==> src/hdl/csfb_pkg.sv <==
// ----------------------------------------------------------------------------
// csfb_pkg
// Shared types, constants and tables of the complex band-pass filter.
// ----------------------------------------------------------------------------
package csfb_pkg;

  // field widths
  localparam int SAMPLE_W   = 16;
  localparam int COEF_W     = 18;
  localparam int PHASE_W    = 24;
  localparam int KIND_W     = 2;
  localparam int TAP_IDX_W  = 7;
  localparam int TAP_CNT_W  = 8;
  localparam int CFG_IDX_W  = 4;
  localparam int CFG_DATA_W = 24;

  // trig and cordic
  localparam int TRIG_FRAC     = 15;
  localparam int CORDIC_STAGES = 16;
  localparam int CRD_STEP_W    = $clog2(CORDIC_STAGES);
  localparam int CRD_X_W       = 33;
  localparam int CRD_Z_W       = PHASE_W + 1;
  localparam int CORDIC_X0     = 652032874;

  // item kinds
  localparam logic [KIND_W-1:0] KIND_SAMPLE = 2'd0;
  localparam logic [KIND_W-1:0] KIND_LOAD   = 2'd1;
  localparam logic [KIND_W-1:0] KIND_CLEAR  = 2'd2;

  // register indexes
  localparam logic [CFG_IDX_W-1:0] CFG_PHASE_STEP = 4'd0;
  localparam logic [CFG_IDX_W-1:0] CFG_TAP_COUNT  = 4'd1;

  localparam logic [TAP_CNT_W-1:0] TAP_COUNT_RST = 8'd128;

  typedef logic signed [SAMPLE_W-1:0] sample_t;

  localparam sample_t SAMPLE_MAX = {1'b0, {(SAMPLE_W-1){1'b1}}};
  localparam sample_t SAMPLE_MIN = {1'b1, {(SAMPLE_W-1){1'b0}}};

  typedef struct packed {
    sample_t re;
    sample_t im;
  } cplx_t;

  typedef struct packed {
    logic clr;
    logic shift;
  } cell_ctrl_t;

  typedef struct packed {
    sample_t cos_v;
    sample_t sin_v;
  } trig_t;

  typedef enum logic [3:0] {
    ST_IDLE,
    ST_TRIG,
    ST_MD_I,
    ST_MD_Q,
    ST_MD_END,
    ST_SHIFT,
    ST_RUN,
    ST_DRAIN,
    ST_ROUND,
    ST_MU_I,
    ST_MU_Q,
    ST_MU_END,
    ST_OUT
  } fir_state_e;

  typedef enum logic [1:0] {
    CRD_IDLE,
    CRD_ITER,
    CRD_ROUND
  } crd_state_e;

  // arctangent of 2^-i in units of 2^-24 turn
  function automatic logic signed [CRD_Z_W-1:0] cordic_arc(input logic [CRD_STEP_W-1:0] idx);
    logic signed [CRD_Z_W-1:0] arc;
    unique case (idx)
      4'd0:    arc = 25'sd2097152;
      4'd1:    arc = 25'sd1238021;
      4'd2:    arc = 25'sd654136;
      4'd3:    arc = 25'sd332050;
      4'd4:    arc = 25'sd166669;
      4'd5:    arc = 25'sd83416;
      4'd6:    arc = 25'sd41718;
      4'd7:    arc = 25'sd20860;
      4'd8:    arc = 25'sd10430;
      4'd9:    arc = 25'sd5215;
      4'd10:   arc = 25'sd2608;
      4'd11:   arc = 25'sd1304;
      4'd12:   arc = 25'sd652;
      4'd13:   arc = 25'sd326;
      4'd14:   arc = 25'sd163;
      default: arc = 25'sd81;
    endcase
    return arc;
  endfunction

endpackage

==> src/hdl/csfb_cordic.sv <==
// ----------------------------------------------------------------------------
// csfb_cordic
// Iterative CORDIC, one micro-rotation a cycle, giving Q1.15 cos and sin.
// ----------------------------------------------------------------------------
module csfb_cordic import csfb_pkg::*; (
  input  logic               clk_i,
  input  logic               rst_ni,
  input  logic               start_i,
  input  logic [PHASE_W-1:0] phase_i,
  output logic               done_o,
  output trig_t              trig_o
);

  localparam logic signed [CRD_Z_W-1:0] Q_TURN    = CRD_Z_W'(1 << (PHASE_W-2));
  localparam logic signed [CRD_Z_W-1:0] HALF_TURN = CRD_Z_W'(1 << (PHASE_W-1));
  localparam logic signed [CRD_X_W-1:0] X_HALF    = CRD_X_W'(1 << (TRIG_FRAC-1));
  localparam logic signed [CRD_X_W-1:0] TRIG_LIM  = CRD_X_W'((1 << TRIG_FRAC) - 1);
  localparam logic [CRD_STEP_W-1:0]     LAST_STEP = CRD_STEP_W'(CORDIC_STAGES-1);

  crd_state_e                 state_q, state_d;
  logic signed [CRD_X_W-1:0]  x_q, y_q, dx, dy, x_rnd, y_rnd;
  logic signed [CRD_Z_W-1:0]  z_q, z_raw, z_fold, arc;
  logic                       flip_q, flip_d;
  logic [CRD_STEP_W-1:0]      step_q;
  logic                       done_q;
  trig_t                      trig_q;

  // clamp the half-up rounded value to +-32767, then undo the half-turn fold
  function automatic sample_t trig_clamp(input logic signed [CRD_X_W-1:0] v, input logic neg);
    logic signed [CRD_X_W-1:0] lim_v;
    sample_t                   r16;
    if (v > TRIG_LIM) begin
      lim_v = TRIG_LIM;
    end else if (v < -TRIG_LIM) begin
      lim_v = -TRIG_LIM;
    end else begin
      lim_v = v;
    end
    r16 = SAMPLE_W'(lim_v);
    return neg ? -r16 : r16;
  endfunction

  // fold phase into +-quarter turn
  always_comb begin
    z_raw  = CRD_Z_W'(signed'(phase_i));
    z_fold = z_raw;
    flip_d = 1'b0;
    if (z_raw > Q_TURN) begin
      z_fold = z_raw - HALF_TURN;
      flip_d = 1'b1;
    end else if (z_raw < -Q_TURN) begin
      z_fold = z_raw + HALF_TURN;
      flip_d = 1'b1;
    end
  end

  // micro-rotation operands
  assign dx    = y_q >>> step_q;
  assign dy    = x_q >>> step_q;
  assign arc   = cordic_arc(step_q);
  assign x_rnd = (x_q + X_HALF) >>> TRIG_FRAC;
  assign y_rnd = (y_q + X_HALF) >>> TRIG_FRAC;

  // state register
  always_ff @(posedge clk_i or negedge rst_ni) begin
    if (!rst_ni) begin
      state_q <= CRD_IDLE;
      done_q  <= 1'b0;
    end else begin
      state_q <= state_d;
      done_q  <= (state_q == CRD_ROUND);
    end
  end

  // next state
  always_comb begin
    state_d = state_q;
    unique case (state_q)
      CRD_IDLE:  if (start_i) state_d = CRD_ITER;
      CRD_ITER:  if (step_q == LAST_STEP) state_d = CRD_ROUND;
      CRD_ROUND: state_d = CRD_IDLE;
      default:   state_d = CRD_IDLE;
    endcase
  end

  // rotation datapath
  always_ff @(posedge clk_i) begin
    if (state_q == CRD_IDLE && start_i) begin
      x_q    <= CRD_X_W'(CORDIC_X0);
      y_q    <= '0;
      z_q    <= z_fold;
      flip_q <= flip_d;
      step_q <= '0;
    end else if (state_q == CRD_ITER) begin
      step_q <= step_q + 1'b1;
      if (!z_q[CRD_Z_W-1]) begin
        x_q <= x_q - dx;
        y_q <= y_q + dy;
        z_q <= z_q - arc;
      end else begin
        x_q <= x_q + dx;
        y_q <= y_q - dy;
        z_q <= z_q + arc;
      end
    end
    if (state_q == CRD_ROUND) begin
      trig_q.cos_v <= trig_clamp(x_rnd, flip_q);
      trig_q.sin_v <= trig_clamp(y_rnd, flip_q);
    end
  end

  assign done_o = done_q;
  assign trig_o = trig_q;

endmodule

==> config.mk <==
export PLATFORM = sky130hd
export DESIGN_NAME = csfb_cordic
export DESIGN_NICKNAME = d
export VERILOG_FILES = /design/src/hdl/csfb_pkg.sv /design/src/hdl/csfb_cordic.sv
export SDC_FILE = /design/constraint.sdc
export NUM_CORES = 1
export LEC_CHECK = 0
export BUFFER_PORTS_ARGS = -buffer_cell sky130_fd_sc_hd__buf_2
export CORE_UTILIZATION = 49
export DETAILED_ROUTE_END_ITERATION = 8
export GPL_TIMING_DRIVEN = 0
export PLACE_DENSITY = 0.65
export REMOVE_ABC_BUFFERS = 1
export SLEW_MARGIN = 20
export SYNTH_ARGS = -nofsm -noshare
export SYNTH_HDL_FRONTEND = slang
export SYNTH_SLANG_ARGS = --single-unit
==> constraint.sdc <==
create_clock -name clk_i -period 6.7 [get_ports clk_i]
set_input_delay 1.005 -clock clk_i [delete_from_list [all_inputs] [get_ports clk_i]]
set_output_delay 1.005 -clock clk_i [all_outputs]
set_load 0.02 [all_outputs]
Word level (Yosys, flattened, before mapping) --
Memories as Yosys holds them, arrays and structs flattened. A register that Yosys moved wholly into a read port is not among the register bits. Index checks and enable logic that the tools add are counted. W data, S select, Z words.
Cells by class: $add $sub $neg 13, $lt $le $gt $ge 6, equal/unequal tests 5, shifts and indexed selects 2, muxes and demuxes 21, reduce and logical (&&, ||, !) cells 4
Operator list (number):
- $mux W16 | 8
- $mux W25 | 5
- $add A33 B16 Y33 const B | 2
- $add A33 B33 Y33 | 2
- $mux W33 | 2
- $sshr A33 B4 Y33 | 2
- $sub A33 B33 Y33 | 2
- $gt A18 B16 Y1 const B | 2
- $lt A18 B16 Y1 const B | 2
- $neg A16 Y16 | 2
- $add A24 B25 Y25 const B | 1
- $add A25 B25 Y25 | 1
- $sub A24 B25 Y25 const B | 1
- $sub A25 B25 Y25 | 1
- $gt A24 B24 Y1 const B | 1
- $lt A24 B23 Y1 const B | 1
- $mux W4 | 2
- $add A4 B1 Y4 const B | 1
- $eq A4 B4 Y1 const B | 1
- $mux W2 | 2
- $ne A2 B2 Y1 const B | 2
- $pmux W2 S2 | 1
- $eq A2 B1 Y1 const B | 1
- $eq A2 B2 Y1 const B | 1
- other kinds (5) | 5
Storage, ports and cells: bits in registers 131, memory bits (read-only) 352, input port bits 27, output and inout bits 33, word-level logic and storage cells 61, memories 1
Memories:
- (name not given) | words 16, bits a word 22, rd ports 1, clocked after memory_dff 1, wr ports 0, RTL line csfb_pkg.sv:81 | unique case (idx)

Logic depth before layout (Yosys ltp) --
depth in word-level cells 7, mapped depth 31

Least setup slack after synthesis --
Ideal clock, no wire load.
path kind reg2reg, start point register step_q[2], end point register x_q[32], arrival time 5.567 ns, required time 6.629 ns, setup slack 1.062 ns, stages on the path, launching flop included 26, buffers on the path 8, clock period less this slack 5.638 ns, cell sequence dfxtp_1 > clkbuf_1 > buf_2 > buf_4 > buf_2 > buf_2 > buf_1 > buf_1 > buf_1 > nor2_1 > a21o_1 > ha_1 > o21a_1 > and2_1 > a21oi_1 > xnor2_1 > ha_1 > a21o_1 > a2111oi_0 > o2111ai_1 > o211ai_1 > a21oi_1 > a211oi_1 > xor2_1 > or3_1 > a21oi_1
On the way: word-level cells in the longest chain between the ends 3
RTL lines:
- start, declared | RTL line csfb_cordic.sv:24 | logic [CRD_STEP_W-1:0] step_q;
- start signal, assigned | RTL line csfb_cordic.sv:95 | step_q <= step_q + 1'b1;
- $sshr A33 B4 Y33 * | RTL line csfb_cordic.sv:58 | assign dx = y_q >>> step_q;
- $sub A33 B33 Y33 or $add A33 B33 Y33 (tied branches) | RTL line csfb_cordic.sv:97, csfb_cordic.sv:101
- $mux W33 * | RTL line csfb_cordic.sv:96 | if (!z_q[CRD_Z_W-1]) begin
- end signal, assigned | RTL line csfb_cordic.sv:89 | x_q <= CRD_X_W'(CORDIC_X0);
- end signal, assigned | RTL line csfb_cordic.sv:97 | x_q <= x_q - dx;
- end signal, assigned | RTL line csfb_cordic.sv:101 | x_q <= x_q + dx;
- end, declared | RTL line csfb_cordic.sv:21 | logic signed [CRD_X_W-1:0] x_q, y_q, dx, dy, x_rnd, y_rnd;
Mark *: on every way between the ends. The rest lies on a longest branch, timed or not. A chain may end at the register's enable or synchronous reset.

Worst setup path in the final report --
start point register step_q[1], end point register y_q[32]
On the way: word-level cells in the longest chain between the ends 3
RTL lines:
- $sshr A33 B4 Y33 * | RTL line csfb_cordic.sv:59 | assign dy = x_q >>> step_q;
- $add A33 B33 Y33 or $sub A33 B33 Y33 (tied branches) | RTL line csfb_cordic.sv:98, csfb_cordic.sv:102
- $mux W33 * | RTL line csfb_cordic.sv:96
- end signal, assigned | RTL line csfb_cordic.sv:98 | y_q <= y_q + dy;
- end signal, assigned | RTL line csfb_cordic.sv:102 | y_q <= y_q - dy;
- end, declared | RTL line csfb_cordic.sv:21
Marks and branches as above.

==> flow_summary_export.csv <==
group,metric,value,unit
synth,syn_avg_cell_area,8.08,um^2
finish,area_growth,7.03,%
finish,fillerInstances,3333,
synth,synth_xor_area_frac,0.0961,
routing,drc,16,
routing,antenna_left,0,
timing,min_period,6.37,ns
synth,synth_simple_gate_area_frac,0.202,
timing,period_share,0.951,
routing,avgRoutedWirePerCell,19.0,um
setup_path,critPathRequiredTime,7.02,ns
setup_path,critPathKind,"reg2reg",
finish,antennaDiodeCount,0,
die,boundaryPins,60,
grt,grt_max_degree,68,
setup_path,rr_startpoint,"step_q[1]",
die,start_util,0.498,
die,die_h,192,um
routing,wirelength,49.8,mm
timing,tightestPinTransition,0.946,ns
setup_path,ff2ff_setup_slack,0.33,ns
synth,synth_warnings,0,
grt,grt_pass1_wl,80.0,mm
setup_path,timing.rr.end,"y_q[32]",
status,status,"finished, violations left",
routing,viasPerCell,6.31,
synth,ys_top_cells_by_area,"dfxtp_1 (10%), edfxtp_1 (9.8%), mux4_2 (9.0%), ha_1 (7.3%), a21oi_1 (5.7%)",
synth,synth_top_family_by_area,"compound AO/OA/AOI/OAI gates",
cts,clkSinkCount,153,
placed_design,portBuffers,59,
synth,synth_cells,2200,
timing,setup_viol_count_final,0,
cts,cts_tree,"done",
cts,clock_latency,0.46,ns
synth,synth.largest_area_cell,"dfxtp_1",
synth,ys_seq_area_frac,0.206,
timing,slew_headroom,0.361,
timing,timing.fmax,157,MHz
routing,first_iter_violations,1295,
die,fp.coreArea,35700,um^2
setup_path,reg2reg_depth,19,
synth,synth-compound-area-share,0.224,
timing,fin_skew,0.0165,ns
setup_path,end_kind,"flop",
grt,track_usage,0.271,
synth,synth_cell_types,89,
setup_path,startpoint_type,"flop",
timing,drv_slew,0,
finish,nets,2280,
cts,path_clk_slew,0.08,ns
synth,ys_ff_latch,153,
synth,muxShareOfSynthArea,0.148,
placed_design,routabilityCongestion,0.924,
setup_path,worstPathMaxFanout,49,
synth,synth_area,17800,um^2
routing,dr.pass1.iters,8,
synth,synthAdderAreaFrac,0.0759,
grt,grt_antenna_before_repair,0,
worst_hold_path,hold_class,"in2async",
status,violations,"DRC",
run,maxCapViolations,0,
synth,synth_edf_count,58,
die,die_area,37000,um^2
finish,final_area,19000,um^2
grt,grt.overflow.total,0,
die,row_count,69,
placed_design,place_area,18400,um^2
finish,drive_above_1_share,0.120,
routing,vias,16528,
grt,grt_pass1_vias,15600,
cts,clockBufferDepth,2,
setup_path,arrival,6.69,ns
synth,synth_top_cell_area_share,0.104,
timing,hold_violations,0,
die,die_x,192,um
placed_design,dpl.hpwl,37.0,mm
synth,synthArstFlopShare,0.0196,
synth,synth_ff_type,"dfxtp_1",
cts,cts_root_buf,"clkbuf_16",
cts,htreeDepth,4,
cts,cts_made_buffers,17,
## registers in the layout, indices dropped and copies added, names as in the netlist
register,count
x_q,33
trig_o,32
flip_q,1
y_q,33
done_o,1
arc,22
state_q,2
step_q,4
z_q,25
## worst max path at each step
stage	slack, ns	startpoint	cells past startpoint	endpoint
after global placement	-3.86	step_q[0]	16	x_q[32]
after global routing	-0.01	step_q[0]	23	y_q[32]
after detailed placement	0.25	step_q[1]	18	x_q[32]
after CTS	0.22	step_q[1]	18	x_q[32]
after floorplan	-1.20	step_q[0]	19	x_q[32]
final	0.33	step_q[1]	19	y_q[32]
## worst max-delay path, stage by stage (launching register included)
cell and delay, ns:
dfxtp_4 0.61, buf_16 0.32, mux4_2 0.60, mux4_2 0.54, a21oi_1 0.34, nand2_1 0.19, nor3_1 0.49, a41oi_1 0.23
xnor2_1 0.33, ha_1 0.34, and3_1 0.21, and3_1 0.21, and3_1 0.15, o31a_1 0.12, o21ai_0 0.49, a211oi_2 0.25
o31ai_1 0.33, xnor2_1 0.15, o211ai_1 0.19, o31ai_1 0.10
## metrics by stage
step | util | std cells | TNS (ns) | setup slack [ns] | hold slack (ns)
after floorplan | - | 2053 | -26.65 | -1.20 | 0.444
after global placement | 0.505 | 2573 | -179.05 | -3.86 | 0.457
after detailed placement | 0.515 | 2588 | 0 | 0.247 | 0.464
after CTS | 0.532 | 2620 | 0 | 0.222 | 0.318
after global routing | 0.533 | 2621 | -0.0147 | -0.0147 | 0.317
final | 0.533 | 2621 | 0 | 0.331 | 0.330
## synthesized netlist by cell type, drive strengths merged (31+ instances only)
cell type	n
nand2	217
o21ai	164
a21oi	204
nor3	59
dfxtp	92
inv	55
nor2	203
nand3	69
a21o	49
xnor2	103
mux2i	52
clkbuf	93
o31ai	31
buf	54
xor2	92
ha	103
mux4	78
edfxtp	58
## layer usage
metal / GRT usage / up-vias / routed length (um)
li1: - / 8052 / -
met1: 0.355 / 7872 / 22200
met2: 0.462 / 534 / 23700
met3: 0.0418 / 70 / 3050
met4: 0.0736 / 0 / 893
met5: 0 / - / 0
## layout by cell type, fill, tap and decap left out, drive strengths merged, types with 9 or more instances in the layout
cell type,synthesis,layout
xnor2,103,103
o31ai,31,31
or3,20,20
and2,18,18
nand2b,29,29
nand3b,9,9
o21ai,164,164
nor2,203,203
mux4,78,78
nand3,69,69
o21bai,11,11
a21o,49,49
clkbuf,93,17
xor2,92,92
nor2b,16,16
mux2i,52,52
nand2,217,217
buf,54,75
a211oi,21,21
edfxtp,58,58
or2,11,11
ha,103,103
a21oi,204,204
o22ai,17,17
nand4,20,20
nor3,59,59
mux2,29,29
a31oi,26,26
and3,29,29
o21a,20,20
nor4,22,22
inv,55,63
dfxtp,92,92
o211ai,12,12
## layout make-up
| class | count | area, um^2 | area share |
|---|---|---|---|
| Clock buffer | 17 | 425 | 0.0224 |
| Clock inverter | 15 | 175 | 0.00921 |
| Sequential cell | 153 | 3670 | 0.193 |
| Inverter | 55 | 206 | 0.0109 |
| Multi-Input combinational cell | 1845 | 13300 | 0.700 |
| Tap cell | 461 | 577 | 0.0303 |
| Timing Repair Buffer | 75 | 653 | 0.0343 |
## what timing repair did
action                                  CTS  global route
endpoints found under the setup margin    0             1
gates resized for setup                   0             1
hold buffers                              0             0
setup buffers                             0             1
hold endpoints to repair                  0             0
## logic make-up after synthesis
family,Yosys count
AOI/OAI and AO/OA,640
buffers and inverters,202
muxes,159
DFF,153
xor gates and xnor gates,195
and+or+nand+nor,745
adders and majority gates,106
Power is left out: the tool's default activity adds up to more than one toggle a clock period on the data nets, which glitch-free logic cannot reach.
