File: config.mk
export PLATFORM = sky130hd
export DESIGN_NAME = csfb_cell
export DESIGN_NICKNAME = d
export VERILOG_FILES = /design/src/hdl/csfb_pkg.sv /design/src/hdl/csfb_cell.sv
export SDC_FILE = /design/constraint.sdc
export NUM_CORES = 1
export LEC_CHECK = 0
export BUFFER_PORTS_ARGS = -buffer_cell sky130_fd_sc_hd__buf_2
export CORE_AREA = 10 10 93 54
export DETAILED_ROUTE_END_ITERATION = 10
export DIE_AREA = 0 0 103 64
export GPL_TIMING_DRIVEN = 0
export PLACE_DENSITY = 0.78
export SYNTH_ARGS = -nofsm -noshare
export SYNTH_HDL_FRONTEND = slang
export SYNTH_SLANG_ARGS = --single-unit
File: constraint.sdc
create_clock -name clk_i -period 0.8 [get_ports clk_i]
set_clock_uncertainty 0.15 [all_clocks]
set_input_delay 0.16 -clock clk_i [delete_from_list [all_inputs] [get_ports clk_i]]
set_output_delay 0.16 -clock clk_i [all_outputs]
set_load 0.05 [all_outputs]
File: src/hdl/csfb_pkg.sv
// ----------------------------------------------------------------------------
// csfb_pkg
// Shared types, constants and tables of the complex band-pass filter.
// ----------------------------------------------------------------------------
package csfb_pkg;

  // field widths
  localparam int SAMPLE_W   = 16;
  localparam int COEF_W     = 18;
  localparam int PHASE_W    = 24;
  localparam int KIND_W     = 2;
  localparam int TAP_IDX_W  = 7;
  localparam int TAP_CNT_W  = 8;
  localparam int CFG_IDX_W  = 4;
  localparam int CFG_DATA_W = 24;

  // trig and cordic
  localparam int TRIG_FRAC     = 15;
  localparam int CORDIC_STAGES = 16;
  localparam int CRD_STEP_W    = $clog2(CORDIC_STAGES);
  localparam int CRD_X_W       = 33;
  localparam int CRD_Z_W       = PHASE_W + 1;
  localparam int CORDIC_X0     = 652032874;

  // item kinds
  localparam logic [KIND_W-1:0] KIND_SAMPLE = 2'd0;
  localparam logic [KIND_W-1:0] KIND_LOAD   = 2'd1;
  localparam logic [KIND_W-1:0] KIND_CLEAR  = 2'd2;

  // register indexes
  localparam logic [CFG_IDX_W-1:0] CFG_PHASE_STEP = 4'd0;
  localparam logic [CFG_IDX_W-1:0] CFG_TAP_COUNT  = 4'd1;

  localparam logic [TAP_CNT_W-1:0] TAP_COUNT_RST = 8'd128;

  typedef logic signed [SAMPLE_W-1:0] sample_t;

  localparam sample_t SAMPLE_MAX = {1'b0, {(SAMPLE_W-1){1'b1}}};
  localparam sample_t SAMPLE_MIN = {1'b1, {(SAMPLE_W-1){1'b0}}};

  typedef struct packed {
    sample_t re;
    sample_t im;
  } cplx_t;

  typedef struct packed {
    logic clr;
    logic shift;
  } cell_ctrl_t;

  typedef struct packed {
    sample_t cos_v;
    sample_t sin_v;
  } trig_t;

  typedef enum logic [3:0] {
    ST_IDLE,
    ST_TRIG,
    ST_MD_I,
    ST_MD_Q,
    ST_MD_END,
    ST_SHIFT,
    ST_RUN,
    ST_DRAIN,
    ST_ROUND,
    ST_MU_I,
    ST_MU_Q,
    ST_MU_END,
    ST_OUT
  } fir_state_e;

  typedef enum logic [1:0] {
    CRD_IDLE,
    CRD_ITER,
    CRD_ROUND
  } crd_state_e;

  // arctangent of 2^-i in units of 2^-24 turn
  function automatic logic signed [CRD_Z_W-1:0] cordic_arc(input logic [CRD_STEP_W-1:0] idx);
    logic signed [CRD_Z_W-1:0] arc;
    unique case (idx)
      4'd0:    arc = 25'sd2097152;
      4'd1:    arc = 25'sd1238021;
      4'd2:    arc = 25'sd654136;
      4'd3:    arc = 25'sd332050;
      4'd4:    arc = 25'sd166669;
      4'd5:    arc = 25'sd83416;
      4'd6:    arc = 25'sd41718;
      4'd7:    arc = 25'sd20860;
      4'd8:    arc = 25'sd10430;
      4'd9:    arc = 25'sd5215;
      4'd10:   arc = 25'sd2608;
      4'd11:   arc = 25'sd1304;
      4'd12:   arc = 25'sd652;
      4'd13:   arc = 25'sd326;
      4'd14:   arc = 25'sd163;
      default: arc = 25'sd81;
    endcase
    return arc;
  endfunction

endpackage

File: src/hdl/csfb_cell.sv
// ----------------------------------------------------------------------------
// csfb_cell
// One delay-line cell: holds a mixed complex sample, takes its neighbour's.
// ----------------------------------------------------------------------------
module csfb_cell import csfb_pkg::*; (
  input  logic       clk_i,
  input  logic       rst_ni,
  input  cell_ctrl_t ctrl_i,
  input  cplx_t      d_i,
  output cplx_t      q_o
);

  cplx_t val_q;

  // clear wins over shift
  always_ff @(posedge clk_i or negedge rst_ni) begin
    if (!rst_ni) begin
      val_q <= '0;
    end else if (ctrl_i.clr) begin
      val_q <= '0;
    end else if (ctrl_i.shift) begin
      val_q <= d_i;
    end
  end

  assign q_o = val_q;

endmodule

Yosys cells after proc, flatten, opt, wreduce, memory -nomap -nowiden
Index checks and enable logic that the tools add are counted.
{ "op_classes": {"mux": 2, "n_reduce_logical": 1} }
{ "op_table": {"columns": ["op", "n"], "rows": [
  ["32-bit two-way mux", 2],
  ["2-bit nonzero test", 1]
]} }
{ "word_totals": {"regBits": 32, "in_bits": 36, "output_inout_bits": 32, "wordCells": 5} }

Depth between registers and ports, before layout
Gate-level depths: netlist of the first run.
{ "depth": {"depth_word": 2, "mapped_depth": 4, "depth_no_buf": 2} }

Worst setup path after synthesis of the first run
Ideal clock, no wire load.
{ "synth_path": {"kind": "reg2reg", "from": "register q_o[0] (netlist name)", "to": "register val_q, in the netlist q_o[0]", "setup_time_ns": 0.132, "t_arrival_ns": 0.776, "required_time_ns": 0.518, "path_slack_ns": -0.257, "stages_incl_launch_ff": 3, "n_path_buf": 0, "cell_sequence": "dfrtp_1 mux2i_1 nor2_1"} }
{ "synth_lines": {"columns": ["item", "line", "rtl"], "rows": [
  ["end signal: assignment", "csfb_cell.sv:22", "val_q <= d_i;"],
  ["end: declaration", "csfb_cell.sv:13", "cplx_t val_q;"]
]} }

Final worst setup path of the first run
{ "layout_path": {"from": "register val_q, in the netlist q_o[5]", "to": "output q_o[5] (netlist bit)"} }
{ "layout_lines": {"columns": ["item", "line", "rtl"], "rows": [
  ["end: declaration", "csfb_cell.sv:10", "output cplx_t q_o"]
]} }
No word-level cell between the ends.

==> results of run 1 <==
-- through the flow --
step	setup WS (ns)	util, %	std cells	power, uW
2_1_floorplan	-0.170	-	103	2350
3_3_place_gp	-0.233	51.7	211	2590
3_5_place_dp	-0.254	51.7	211	2610
4_1_cts	-0.369	60.8	221	3940
5_1_grt	-0.393	61.0	221	4080
6_report	-0.370	61.0	221	3900
-- logic make-up after synthesis --
group | count (synthesis) | synth area share, %
buffers and inverters | 7 | 6.24
AND/OR/NAND/NOR | 32 | 9.07
multiplexers | 32 | 24.2
flip-flops | 32 | 60.5
-- layer usage --
metal,up-vias,GRT usage (%)
li1,485,-
met1,491,12.7
met2,22,20.4
met3,2,2.90
met4,0,4.14
met5,-,0
-- how the worst max path moves through the flow --
stage,from,cells after the start,to,slack (ns)
after floorplan,q_o[0],2,q_o[0],-0.17
after global placement,ctrl_i[1],3,q_o[7],-0.23
after detailed placement,ctrl_i[1],3,q_o[18],-0.25
after CTS,q_o[31],1,q_o[31],-0.37
after global routing,q_o[23],1,q_o[23],-0.39
final,q_o[5],1,q_o[5],-0.37
-- cells in the mapped netlist --
cell	instances
buf_12	3
buf_6	1
clkbuf_1	3
dfrtp_1	32
mux2i_1	32
nor2_1	32
-- cell type report --
type                       instances  area [um^2]  area share, %
buffer                             7         82.6           4.00
clock buffer                       6         72.6           3.52
clock inverter                     1         5.00          0.243
multi-input combinational         64          440           21.4
sequential                        32          841           40.8
tap                               42         52.6           2.55
timing repair buffer              69          568           27.5
-- power groups by stage --
stage / Combinational, uW / Clock, uW / Sequential [uW]
after global routing: 994 / 1280 / 1810
after CTS: 944 / 1200 / 1790
after detailed placement: 814 / 0 / 1800
after floorplan: 223 / 0 / 2130
final: 935 / 1170 / 1790
after global placement: 799 / 0 / 1790
-- cells in the final DEF, fill, tap and decap left out, drive strengths merged --
master and count:
buf 73, mux2i 32, nor2 32, dfrtp 32
clkbuf 9, clkinv 1
-- repair_timing --
action	CTS	global route
cloned	0	0
buffers inserted	3	0
resized for setup	66	2
endpoints found under the hold margin	63	43
endpoints found under the setup margin	64	64
==> metrics.yaml, run 1 <==
critical_path:
  crit_buf_inv: 1
  slowest_delay_ns: 0.43
  crit_path_start_kind: "flop"
  rrSetupSlack_ns: -0.25
  crit_family: "flip-flops"
  cpMaxStageDelayCell: "dfrtp_2"
  rr_endpoint: "q_o[23]"
  required_ns: 0.49
  ff2ff_path_depth: 3
  critPathMaxFanout: 2
  path_cells: "buf_8"
  endpoint_kind: "primary output"
  worst-setup-path-type: "flop to primary output"
  worstPathArrival_ns: 0.86
  r2r-start: "q_o[23]"
grt:
  grt.overflow.total: 0
  grt_pass1_vias: 1159
  grt_pass1_wl_um: 5910
  antenna_found_initial: 0
  track_usage_pct: 11.4
  grt_max_degree: 33
sta:
  hold_violations: 61
  min_period_ns: 1.17
  slew_headroom_pct: 52.6
  hold_ws_ns: -0.217
  worstMarginPinSlew_ns: 0.711
  setup_viol: 64
  post-route-period-util_pct: 146
  fin_tns_setup_ns: -13.85
  fin_ws_ns: -0.370
  rsz0062_at_grt: "true"
  fmax_ghz: 0.855
  finalMaxSlewViolations: 0
synth:
  syn_area_um2: 1320
  synth_top_cell_area_share_pct: 60.5
  seq_area_frac_synth_pct: 60.5
  ys_ff_latch: 32
  ys_warn_count: 0
  postSynthAreaPerCell_um2: 12.9
  syn-num-nets: 139
  synth_top_area_cell: "dfrtp_1"
  syn_inst: 103
  synth_cell_types: 6
  synthTopCellsByArea: "dfrtp_1, mux2i_1, nor2_1"
place:
  placed_cell_area_um2: 1750
  port_buffers: 66
  hpwl_um: 2650
  gp_congestion: 0.724
floorplan:
  ios: 68
  die_width_um: 103
  std_cell_rows: 15
  dieArea_um2: 6590
  initial_core_util_pct: 39.2
  die_h_um: 64
  core_region_area_um2: 3380
detailed_routing:
  wl_met3_um: 148
  via_per_inst: 4.52
  drc: 0
  drtIter0Drc: 22
  wl_met1_um: 1420
  final_antenna_net_count: 0
  wl_per_cell_um: 16.4
  wl_met2_um: 2030
  dr.max_layer_used: "met4"
  vias: 1000
  postRouteWirelength_um: 3620
  drtPass1Iterations: 4
layout:
  fin_nets: 215
  final_area_um2: 2060
  drive_gt1_share_pct: 62.0
  fillCellCount: 274
  largest_register_ffs: 32
  synthToLayoutAreaGrowth_pct: 55.8
  n_antenna_cell: 0
power:
  p_clk_share_pct: 30.0
  p_per_area_nw_per_um2: 1890
  p_sw_share_pct: 30.8
  peakVddDrop_uv: 1040
  leakagePower_uw: 0.00105
  comb_power_share_pct: 24.0
  seq_power_share_pct: 46.1
  internal_power_uw: 2700
  p_sw_uw: 1200
clocking:
  cts_tree: "done"
  cts.clk_slew.worst_paths_ns: 0.06
  cts_htree_levels: 2
  cts.sinks: 32
  cts.path.max_buffers: 2
  clk_latency_ns: 0.27
  cts_buffers: 5
  cts_root_buffer: "clkbuf_8"
min_path:
  hp-class: "input port to async pin"
flow_run:
  drv_cap: 0
status:
  status: "finished, violations left"
  violations: "hold timing, setup timing"
(Power assumes the default switching activity.)
==> run 2, diff against run 1 <==
Settings changed: GPL_TIMING_DRIVEN 0 to default.
==> run 2 against run 1 <==
Compared with the run above: worst hold slack better by 0.19 ns; the flow still finishes with violations (hold timing, setup timing); design area is 2.4% higher; final cell count is 0.90% higher; first-iteration DRC count is 14% higher; utilization is 1.4 points higher; worst setup slack worse by 0.0081 ns; critical path type unchanged; via count is 2.4% higher; wire length is 0.36% lower; combinational power is 1% higher.
==> metrics.yaml, run 2 (same netlist as run 1, synthesis figures left out) <==
place:
  post-place-ws_ns: -0.256
  hpwl_um: 2610
  gp_congestion: 0.719
  port_buffers: 67
critical_path:
  crit_start: "q_o[2]"
  path_depth: 1
  path_cells: "buf_8"
  r2r-start: "q_o[15]"
  worst-setup-path-type: "flop to primary output"
  rrSetupSlack_ns: -0.21
  crit_family: "flip-flops"
  slowest_delay_ns: 0.43
  rr_endpoint: "q_o[15]"
  required_ns: 0.49
  crit_buf_inv: 1
  endpoint_kind: "primary output"
  cpMaxStageDelayCell: "dfrtp_2"
  ff2ff_path_depth: 3
  critPathMaxFanout: 2
  worstPathArrival_ns: 0.87
  crit_path_start_kind: "flop"
detailed_routing:
  final_antenna_net_count: 0
  drtIter0Drc: 25
  via_per_inst: 4.59
  vias: 1024
  drtPass1Iterations: 4
  wl_per_cell_um: 16.2
  drc: 0
  postRouteWirelength_um: 3600
layout:
  drive_gt1_share_pct: 64.1
  fin_nets: 216
  n_antenna_cell: 0
  largest_register_ffs: 32
  mostFrequentLayoutCell: "buf_2"
  most-common-layout-cells: "buf_2, buf_6, mux2i_1, nor2_1, dfrtp_2"
  synthToLayoutAreaGrowth_pct: 59.5
  fillCellCount: 268
floorplan:
  die_width_um: 103
  std_cell_rows: 15
  initial_core_util_pct: 39.2
  ios: 68
  die_h_um: 64
  dieArea_um2: 6590
  core_region_area_um2: 3380
sta:
  setup_viol: 64
  slew_headroom_pct: 88.6
  post-route-period-util_pct: 147
  rsz0062_at_grt: "true"
  finalMaxSlewViolations: 0
  hold_violations: 26
  min_period_ns: 1.18
  fmax_ghz: 0.849
  fin_ws_ns: -0.378
  hold_ws_ns: -0.0308
  worstMarginPinSlew_ns: 0.166
grt:
  grt.overflow.total: 0
  grt_max_degree: 33
  track_usage_pct: 11.0
  grt_pass1_vias: 1133
  grt_pass1_wl_um: 5650
  antenna_found_initial: 0
power:
  leakagePower_uw: 0.00108
  internal_power_uw: 3030
  p_clk_share_pct: 35.8
  comb_power_share_pct: 22.1
  p_sw_uw: 1230
  peakVddDrop_uv: 1050
  p_per_area_nw_per_um2: 2020
  seq_power_share_pct: 42.0
  p_sw_share_pct: 28.9
clocking:
  cts_hold_buffers: 1
  clk_latency_ns: 0.28
  cts.path.max_buffers: 2
  cts.sinks: 32
  cts_htree_levels: 2
  cts.clk_slew.worst_paths_ns: 0.07
  cts_root_buffer: "clkbuf_8"
  cts_tree: "done"
  cts_buffers: 5
flow_run:
  drv_cap: 0
status:
  violations: "hold timing, setup timing"
  status: "finished, violations left"
min_path:
  min_to: "q_o[17]"
  hp-class: "input port to flop"
  hold_start: "d_i[17]"
  whs_path_depth: 3
-- run 2: metrics by stage --
| step | power, uW | cell area, um^2 | utilization [%] | TNS [ns] | std cells |
|---|---|---|---|---|---|
| floorplan | 2350 | 1360 | - | -5.48 | 103 |
| global placement | 2600 | 1750 | 51.9 | -9.25 | 211 |
| detailed placement | 2610 | 1750 | 51.9 | -10.07 | 211 |
| CTS | 4300 | 2090 | 61.9 | -13.65 | 222 |
| global route | 4470 | 2110 | 62.5 | -15.67 | 223 |
| finish | 4270 | 2110 | 62.5 | -13.47 | 223 |
-- run 2: what timing repair did --
item	4_1_cts	5_1_grt
pin swaps	0	8
endpoints found under the hold margin	63	12
endpoints found under the setup margin	64	82
gates cloned	0	0
resized for setup	65	3
setup buffers	2	1
-- run 2: per-layer routing --
layer,track usage [%],share of wire [%],vias to the layer above
li1,-,-,495
met1,11.6,37,499
met2,20.3,57,26
met3,3.65,5.2,4
met4,3.62,0.86,0
met5,0,0,-
-- run 2: layout make-up --
type	instances	area (um^2)	area share [%]
Tap cell	42	52.6	2.49
Sequential cell	32	841	39.8
Timing Repair Buffer	77	666	31.5
Clock inverter	3	42.5	2.02
Clock buffer	5	68.8	3.26
Multi-Input combinational cell	64	440	20.9
-- run 2: power groups by stage --
stage | Sequential [uW] | Clock, uW | Combinational (uW)
floorplan | 2130 | 0 | 223
global placement | 1790 | 0 | 802
detailed placement | 1800 | 0 | 816
CTS | 1790 | 1560 | 943
global route | 1800 | 1670 | 1000
finish | 1790 | 1530 | 945
-- run 2: worst max path at each step --
stage	endpoint	slack, ns
4_1_cts	q_o[28]	-0.37
3_3_place_gp	q_o[18]	-0.21
5_1_grt	q_o[2]	-0.40
2_1_floorplan	q_o[0]	-0.17
6_report	q_o[2]	-0.38
3_5_place_dp	q_o[13]	-0.26
-- run 2: worst register-to-register path, delay by kind of cell (launching register included) --
kind | cells | cell delay, ns
DFF | 1 | 0.42
muxes | 1 | 0.15
buffers and inverters | 1 | 0.12
and+or+nand+nor | 1 | 0.07
==> run 3, diff against run 2 <==
--- a/constraint.sdc
+++ b/constraint.sdc
@@ -3,3 +3,3 @@
 set_input_delay 0.16 -clock clk_i [delete_from_list [all_inputs] [get_ports clk_i]]
 set_output_delay 0.16 -clock clk_i [all_outputs]
-set_load 0.05 [all_outputs]
+set_load 0.005 [all_outputs]
==> run 3 against run 2 <==
Compared with the run above: the flow still finishes with violations (hold timing, setup timing); power is 12% lower; highest routed layer unchanged; final cell count is 3.1% higher; global-route usage is 0.67 points lower; worst hold slack better by 0.0085 ns; critical endpoint is now q_o[27]; worst setup slack better by 0.069 ns; fmax is 6.2% higher; sequential cell count stayed put; clock power is 3% lower.
==> metrics.yaml, run 3 (same netlist as run 1, synthesis figures left out) <==
critical_path:
  crit_path_start_kind: "flop"
  crit_buf_inv: 1
  required_ns: 0.49
  rrSetupSlack_ns: -0.16
  r2r-start: "q_o[5]"
  endpoint_kind: "primary output"
  crit_family: "flip-flops"
  slowest_delay_ns: 0.39
  ff2ff_path_depth: 3
  crit_start: "q_o[27]"
  rr_endpoint: "q_o[5]"
  cpMaxStageDelayCell: "dfrtp_1"
  worst-setup-path-type: "flop to primary output"
  worstPathArrival_ns: 0.80
  critPathMaxFanout: 2
  path_cells: "buf_2"
flow_run:
  drv_cap: 0
layout:
  most-common-layout-cells: "buf_2, mux2i_1, nor2_1, dfrtp_1, buf_4"
  largest_register_ffs: 32
  final_util_pct: 57.0
  mostFrequentLayoutCell: "buf_2"
  fin_nets: 223
  layout.cells.non_filler: 230
  synthToLayoutAreaGrowth_pct: 45.4
  n_antenna_cell: 0
  drive_gt1_share_pct: 47.9
power:
  leakagePower_uw: 0.00113
  p_per_area_nw_per_um2: 1960
  peakVddDrop_uv: 809
sta:
  fin_ws_ns: -0.309
  fmax_ghz: 0.902
  hold_violations: 23
  slew_headroom_pct: 89.1
  post-route-period-util_pct: 139
  min_period_ns: 1.11
  hold_ws_ns: -0.0223
  setup_viol: 63
  worstMarginPinSlew_ns: 0.159
  finalMaxSlewViolations: 0
  rsz0062_at_grt: "true"
floorplan:
  core_region_area_um2: 3380
  die_width_um: 103
  die_h_um: 64
  std_cell_rows: 15
  initial_core_util_pct: 39.2
  ios: 68
  dieArea_um2: 6590
clocking:
  cts_htree_levels: 2
  clk_latency_ns: 0.27
  cts_tree: "done"
  cts.path.max_buffers: 2
  cts_root_buffer: "clkbuf_8"
  cts.sinks: 32
  cts.clk_slew.worst_paths_ns: 0.07
  cts_hold_buffers: 1
  cts_buffers: 5
grt:
  grt.overflow.total: 0
  grt_pass1_vias: 1077
  track_usage_pct: 10.4
  antenna_found_initial: 0
  grt_max_degree: 33
  grt_pass1_wl_um: 5290
status:
  violations: "hold timing, setup timing"
  status: "finished, violations left"
place:
  place_inst: 210
  port_buffers: 67
  hpwl_um: 2610
  gp_congestion: 0.688
  post-place-ws_ns: -0.244
min_path:
  min_to: "q_o[29]"
  whs_path_depth: 3
  hold_start: "d_i[29]"
  hp-class: "input port to flop"
detailed_routing:
  drtPass1Iterations: 4
  drtIter0Drc: 34
  final_antenna_net_count: 0
  vias: 1032
  drc: 0
  postRouteWirelength_um: 3390
  via_per_inst: 4.49
  wl_per_cell_um: 14.8
[run 3: cell count changes in the layout (fill, tap and decap cells not counted), sizes merged]
| cell | previous run | this run |
|---|---|---|
| clkbuf | 5 | 6 |
| clkinvlp | 1 | 0 |
| buf | 76 | 83 |
[run 3: cell type report]
type | count | area (um^2)
clock inverters | 2 | 35.0
clock buffers | 6 | 72.6
fillers | 290 | 1450
repair buffers | 84 | 523
flip-flops and latches | 32 | 801
well taps | 42 | 52.6
multi-input cells | 64 | 440
[run 3: routing by layer]
layer,track usage (%),wire length (um),share of wire [%],vias to the layer above
li1,-,-,-,505
met5,0,0,0,-
met3,3.43,157,4.6,4
met1,10.4,1290,38,498
met4,4.14,36,1.1,0
met2,19.3,1910,56,25
[run 3: worst max path at each step]
| stage | slack (ns) | to | cells past startpoint |
|---|---|---|---|
| after floorplan | -0.08 | q_o[0] | 4 |
| after global placement | -0.21 | q_o[23] | 4 |
| after detailed placement | -0.24 | q_o[22] | 4 |
| after CTS | -0.31 | q_o[20] | 1 |
| after global routing | -0.35 | q_o[24] | 1 |
| final | -0.31 | q_o[27] | 1 |
[run 3: worst min-delay path, delay by kind of cell]
| kind | cells | cell delay [ns] |
|---|---|---|
| mux | 1 | 0.05 |
| simple gates | 1 | 0.08 |
| buf+inv | 1 | 0.07 |
[run 3: timing repair]
action | 4_1_cts | 5_1_grt
pin swaps | 0 | 5
setup endpoints to repair | 64 | 64
resized for setup | 0 | 2
setup buffers | 8 | 7
endpoints found under the hold margin | 59 | 12
[run 3: metrics by stage]
stage               total power, uW  area (um^2)  hold WS (ns)  TNS, ns
global placement               2260         1720       -0.0267    -6.13
floorplan                      2020         1330        -0.286    -2.47
detailed placement             2280         1720       -0.0190    -6.77
finish                         3770         1920       -0.0223   -11.16
global route                   3970         1920       -0.0313   -13.69
CTS                            3810         1890       -0.0282   -11.14
[run 3: report_power, final]
part           switching (uW)  total [uW]  leakage (uW)  internal (uW)
logic                     239         537      0.000651            297
clock network             558        1480     0.0000552            923
registers                44.4        1750      0.000425           1710
